[config.mk]
export PLATFORM = sky130hd
export DESIGN_NAME = bf_relax_unit
export DESIGN_NICKNAME = d
export VERILOG_FILES = /design/src/hdl/bf_pkg.sv /design/src/hdl/bf_relax_unit.sv
export SDC_FILE = /design/constraint.sdc
export NUM_CORES = 1
export LEC_CHECK = 0
export BUFFER_PORTS_ARGS = -buffer_cell sky130_fd_sc_hd__buf_4
export CAP_MARGIN = 20
export CORE_UTILIZATION = 25
export DETAILED_ROUTE_END_ITERATION = 6
export SYNTH_ARGS = -nofsm -noshare
export SYNTH_HDL_FRONTEND = slang
export SYNTH_SLANG_ARGS = --single-unit
[constraint.sdc]
create_clock -name vclk -period 11.95
set_input_delay 1.7925 -clock vclk [all_inputs]
set_output_delay 1.7925 -clock vclk [all_outputs]
set_load 0.005 [all_outputs]
[src/hdl/bf_pkg.sv]
// ----------------------------------------------------------------------------
// bf_pkg
// shared types, codes and defaults for the shortest path engine
// ----------------------------------------------------------------------------
package bf_pkg;

   localparam int DEF_MAX_VERTICES = 256;
   localparam int DEF_MAX_EDGES    = 1024;

   localparam logic [8:0] VC_RESET = 9'd256;

   // command codes carried on the request side
   typedef enum logic [1:0] {
      CMD_CLEAR = 2'd0,
      CMD_ADD   = 2'd1,
      CMD_RUN   = 2'd2,
      CMD_READ  = 2'd3
   } cmd_type;

   // status codes carried on the response side
   typedef enum logic [1:0] {
      ST_OK         = 2'd0,
      ST_FULL       = 2'd1,
      ST_NEG_CYCLE  = 2'd2,
      ST_UNREACHED  = 2'd3
   } status_type;

   typedef logic [7:0] vertex_type;

   typedef struct packed {
      logic signed [15:0] weight;
      vertex_type         head;
      vertex_type         tail;
   } edge_type;

   // one write into the distance store
   typedef struct packed {
      logic               en;
      vertex_type         addr;
      logic signed [31:0] data;
   } dist_wr_type;

endpackage

[src/hdl/bf_relax_unit.sv]
// ----------------------------------------------------------------------------
// bf_relax_unit
// relaxes one edge: forwarding, saturating add, compare, write request
// ----------------------------------------------------------------------------
module bf_relax_unit #(
   parameter int REACH_N = 256,
   parameter int RW      = 8
) (
   input  logic                 valid,
   input  bf_pkg::edge_type     edge_in,
   input  logic signed [31:0]   rd_tail,
   input  logic signed [31:0]   rd_head,
   input  bf_pkg::dist_wr_type  fwd,
   input  logic [REACH_N-1:0]   marks,
   input  logic [8:0]           n_lim,
   output bf_pkg::dist_wr_type  wr
);

   logic signed [31:0] du;
   logic signed [31:0] dv;
   logic        [32:0] sum;
   logic signed [31:0] cand;
   logic               in_range;
   logic               mu;
   logic               mv;

   always_comb begin
      // last cycle's write has not reached the read data yet
      du = (fwd.en && fwd.addr == edge_in.tail) ? fwd.data : rd_tail;
      dv = (fwd.en && fwd.addr == edge_in.head) ? fwd.data : rd_head;

      sum = {du[31], du} + {{17{edge_in.weight[15]}}, edge_in.weight};
      if (sum[32] != sum[31]) begin
         cand = sum[32] ? 32'sh8000_0000 : 32'sh7fff_ffff;
      end else begin
         cand = sum[31:0];
      end

      in_range = ({1'b0, edge_in.tail} < n_lim) && ({1'b0, edge_in.head} < n_lim);
      mu = in_range && marks[edge_in.tail[RW-1:0]];
      mv = in_range && marks[edge_in.head[RW-1:0]];

      wr.en   = valid && in_range && mu && (!mv || cand < dv);
      wr.addr = edge_in.head;
      wr.data = cand;
   end

endmodule

# After elaboration in Yosys (flattened, before gate mapping)
# Cells that the tools add are included.
# classes
addsub,1
n_lt_le_gt_ge,5
eq_ne,3
mux,8
n_reduce_logical,10
# op_table
op,n
$mux 32,4
$add 32x16->33,1
$lt 32x32->1,1
$lt 8x9->1,2
$lt 8x9->1 const B,2
$bmux 1 s8,2
$eq 8x8->1,2
$logic_and 1x1->1,8
$mux 1,2
$logic_not 1->1,1
$logic_or 1x1->1,1
$ne 1x1->1,1
# totals
reg_bits,0
in_bits,403
elab_cells,27

# Longest topological paths before layout
# logic_depth
ltp_word,9
mapped_depth,30
mapped_depth_nobuf,28

# Worst setup path before layout
# No wires, ideal clock.
# synth_path
kind,in2out
start,in edge_in[2] in the netlist's numbering
end,out wr[40] in the netlist's numbering
t_arrival_ns,8.677
required_ns,10.158
setup_slack_ns,1.481
path_stages,29
path_buffers,4
path_cell_list,clkbuf_1 > buf_1 > xor2_1 > nor4_1 > nand3_1 > nor4_1 > clkbuf_1 > mux2_2 > ha_1 > a211oi_1 > o211ai_1 > a31oi_1 > o22ai_1 > a311oi_1 > xnor2_1 > nor2_1 > clkbuf_1 > a21oi_1 > ha_1 > a21o_1 > a21o_1 > a21o_1 > a21oi_1 > nor2_1 > a211oi_1 > o221a_2 > nand2_1 > o2111a_1 > a211oi_2
# synth_rtl
item,line,source
start: declaration,bf_relax_unit.sv:10,"input bf_pkg::edge_type edge_in,"
end: declaration,bf_relax_unit.sv:16,output bf_pkg::dist_wr_type wr

==> results.md <==
- The flow ran to the end, and the final reports show no timing, DRC or antenna violations.
- The worst-case IR drop observed on VDD is 0.02883 mV.
- Summed over all cells, the static leakage comes to 4.916 nW.
- Walking the worst path, the cells encountered are buf_4 > xor2_1 > nor4_1 > nand3_1 > nor4_2 > buf_4 > mux2_2 > ha_1 > nand4_1 > or2_2 > o211ai_1 > a21oi_1 > a31oi_1 > nand2_1 > buf_4 > a21oi_1 > ha_1 > nand4_1 > or4_1 > o31ai_1 > o21ai_0 > a211oi_2 > buf_4.
- The number of nets in the synthesized netlist is 1,168.
- Wires add up to 34,940 µm.
- The number of clock-tree buffers in the layout is 0.
- In the final routed layout, each cell accounts on average for 23.59 µm.
- The average via count per standard cell is 5.379.
- The library cell with the largest summed area after synthesis is sky130_fd_sc_hd__mux4_2.
- The detailed-routed wire length on met3 is 2530 µm.
- The hold-fix buffer count after cts is 0.
- The number of standard cells in the layout, taps in and fillers out is 1,481.
- The cell with the biggest individual delay on the critical path is sky130_fd_sc_hd__a31oi_1.
- From synthesis to final layout, the design area changed by 46.58%.
- The number of core rows is 64.
- The total via count in the routed design is 7,967.
- Routability-driven placement finished with a final weighted congestion of 0.9479.
- The data required time at the worst endpoint is 10.16 ns.
- Global routing consumed, over all layers together, 21.22% of the routing resources.
- Synthesis instantiated 53 different standard cells from the library.
- The instance count after placement with tap cells included is 1,478.
- Timing would allow up to 92.79 MHz.
- The class of the most critical setup path is in -> out.
- In the detailed route, the total length drawn on met2 is 19,270 µm.
- The number of antenna violations at the first check in global routing is 5.
- The number of search-and-repair iterations in the first detailed-routing pass is 4.
- The top cell type's share of synthesized area is 49.30%.
- 444 I/O pins were placed.
- The multi-input combinational cells in the finished layout cover a total of 0.007401 mm².
- The total area inside the core boundary comes to 0.03059 mm².
- The shortest period the worst path allows is 10.78 ns.
- The final-stage net count is 1,565.
- The worst slew margin relative to its limit is 35.16%.
- The total of cells resized after clock tree synthesis is 0.
- The first global-routing pass estimated 50,510 µm of wire.
- The maximum number of pins on one net before global-route repair is 68.
- The total setup buffers inserted after CTS is 0.
- Before CTS, the worst setup slack after placement is 1.103 ns.
- At the pin with the least slew margin, the transition time is 0.9726 ns.
- Data arrives at the worst endpoint at 8.98 ns.
- The average instance in the mapped netlist occupies 11.30 µm².
- After technology mapping, the gate count stands at 687.
- In the final layout, the share of cells above drive strength 1 is 61.37%.
- The critical path capture point type is an output port.
- The summed negative setup slack over all endpoints is 0 ns.
- The number of sequential cells is 0.
- The count of pins over their slew limit was 0.
- The starting density of the core is 25.39%.
- The total power per unit cell area is 53.75 mW/mm².
- The most prevalent standard cell on the critical path is sky130_fd_sc_hd__buf_4.
- The remaining global-route overflow is 0.
- Setup repair after global routing left no endpoint under its margin.
- The wire length on met1 is 12,270 µm.
- The worst hold path class is in -> out.
- The maximum fanout encountered on the critical timing path is 32.
- Across the whole layout, storage elements account for 0 µm².
- The post-detailed-route DRC marker count is 0.
- Yosys attributes the largest share of cell area to sky130_fd_sc_hd__mux4_2, sky130_fd_sc_hd__ha_1, sky130_fd_sc_hd__mux2_2.
- In this design, the stage delay of the slowest critical-path cell is 0.75 ns.
- The detailed router finished its first iteration with 317 violations.
- The total die area is 0.03177 mm².
- Setup violations remaining at the end of the flow were counted as 0.
- The via count of the first global-routing pass came to 8,638.
- The portion of the clock cycle consumed by the worst path in the final layout is 90.18%.
- The half-perimeter wire length after placement is 30,350 µm.
- The total standard cell area after synthesis is 0.007766 mm².
- The Yosys step of the flow raised 0 warnings.
- The final hold violation count is 0.
- Fill cells in the final layout number 3,109.
- The floorplan die height is 178.3 µm.
- By count the netlist is led by sky130_fd_sc_hd__mux4_2, sky130_fd_sc_hd__ha_1, sky130_fd_sc_hd__a21oi_1, sky130_fd_sc_hd__a21o_1, sky130_fd_sc_hd__mux2i_1.
- In this run the remaining antenna-violating nets after routing total 0.
- The count of buffers inserted at the top-level ports is 444.
- Setup slack closes at 1.173 ns.
- STA classifies the critical path startpoint as an input port.
- Of the synthesized area, sequential elements account for 0%.
- The most common cell in the netlist is sky130_fd_sc_hd__mux4_2.
- The uppermost metal layer occupied by signal nets is met5.
- The tool flagged a number of max-cap violations equal to 0.
- The die width is 178.3 µm.
## kinds of logic (layout without fill, tap and decap cells)
group / Yosys count / count (layout) / synth area share, %
XOR/XNOR: 42 / 42 / 4.737
AO/OA/AOI/OAI: 161 / 161 / 13.21
buffers and inverters: 80 / 475 / 4.865
adder cells (fa/ha/maj): 83 / 83 / 13.31
AND/OR/NAND/NOR: 86 / 86 / 5.687
multiplexers: 235 / 235 / 58.19
other: 0 / 3 / 0
## per-stage QoR
stage	hold slack (ns)	power [mW]	cell area [µm²]	util, %
global route	3.845	0.6656	11380	37.21
CTS	3.837	0.6172	11380	37.19
finish	3.829	0.6118	11380	37.21
floorplan	3.666	0.3399	7766	-
global placement	3.840	0.6111	11380	37.19
detailed placement	3.837	0.6150	11380	37.19
## worst paths after layout
| kind | depth (start not counted) | slack [ns] | start | end |
|---|---|---|---|---|
| max | 23 | 1.17 | edge_in[3] | wr[40] |
| min | 2 | 3.83 | edge_in[15] | wr[39] |
## worst max-delay path: cells and delay by family
kind / cells / cell delay [ns]
AOI/OAI and AO/OA: 7 / 2.44
xor gates and xnor gates: 1 / 0.20
adders and majority gates: 2 / 0.55
buffers and inverters: 4 / 1.16
muxes: 1 / 0.39
and+or+nand+nor: 8 / 2.41
## final cells by class
class / count / area share (%)
Timing Repair Buffer: 452 / 29.81
Multi-Input combinational cell: 607 / 65.01
Inverter: 23 / 0.7584
Tap cell: 396 / 4.353
Antenna cell: 3 / 0.06595
## cells in the final DEF, fill, tap and decap left out, types with 22 or more instances in the layout
master / count
sky130_fd_sc_hd__buf_4: 452
sky130_fd_sc_hd__mux4_2: 170
sky130_fd_sc_hd__ha_1: 77
sky130_fd_sc_hd__a21oi_1: 58
sky130_fd_sc_hd__a21o_1: 35
sky130_fd_sc_hd__mux2i_1: 33
sky130_fd_sc_hd__mux2_2: 32
sky130_fd_sc_hd__inv_1: 23
sky130_fd_sc_hd__xnor2_1: 22
sky130_fd_sc_hd__o21ai_0: 22
## metal layers
layer | global-route usage, % | vias up
met1 | 22.99 | 3888
met5 | 0 | -
met3 | 3.538 | 35
met4 | 4.944 | 4
met2 | 42.14 | 333
li1 | - | 3707
## power by group
| group | internal, mW | switching, mW | total [mW] | leakage [nW] |
|---|---|---|---|---|
| Sequential | 0 | 0 | 0 | 0 |
| Clock | 0.0000000336 | 0 | 0.0000000337 | 0.0000190 |
| Combinational | 0.334 | 0.278 | 0.612 | 4.92 |
Power figures use the tool's default switching activity.
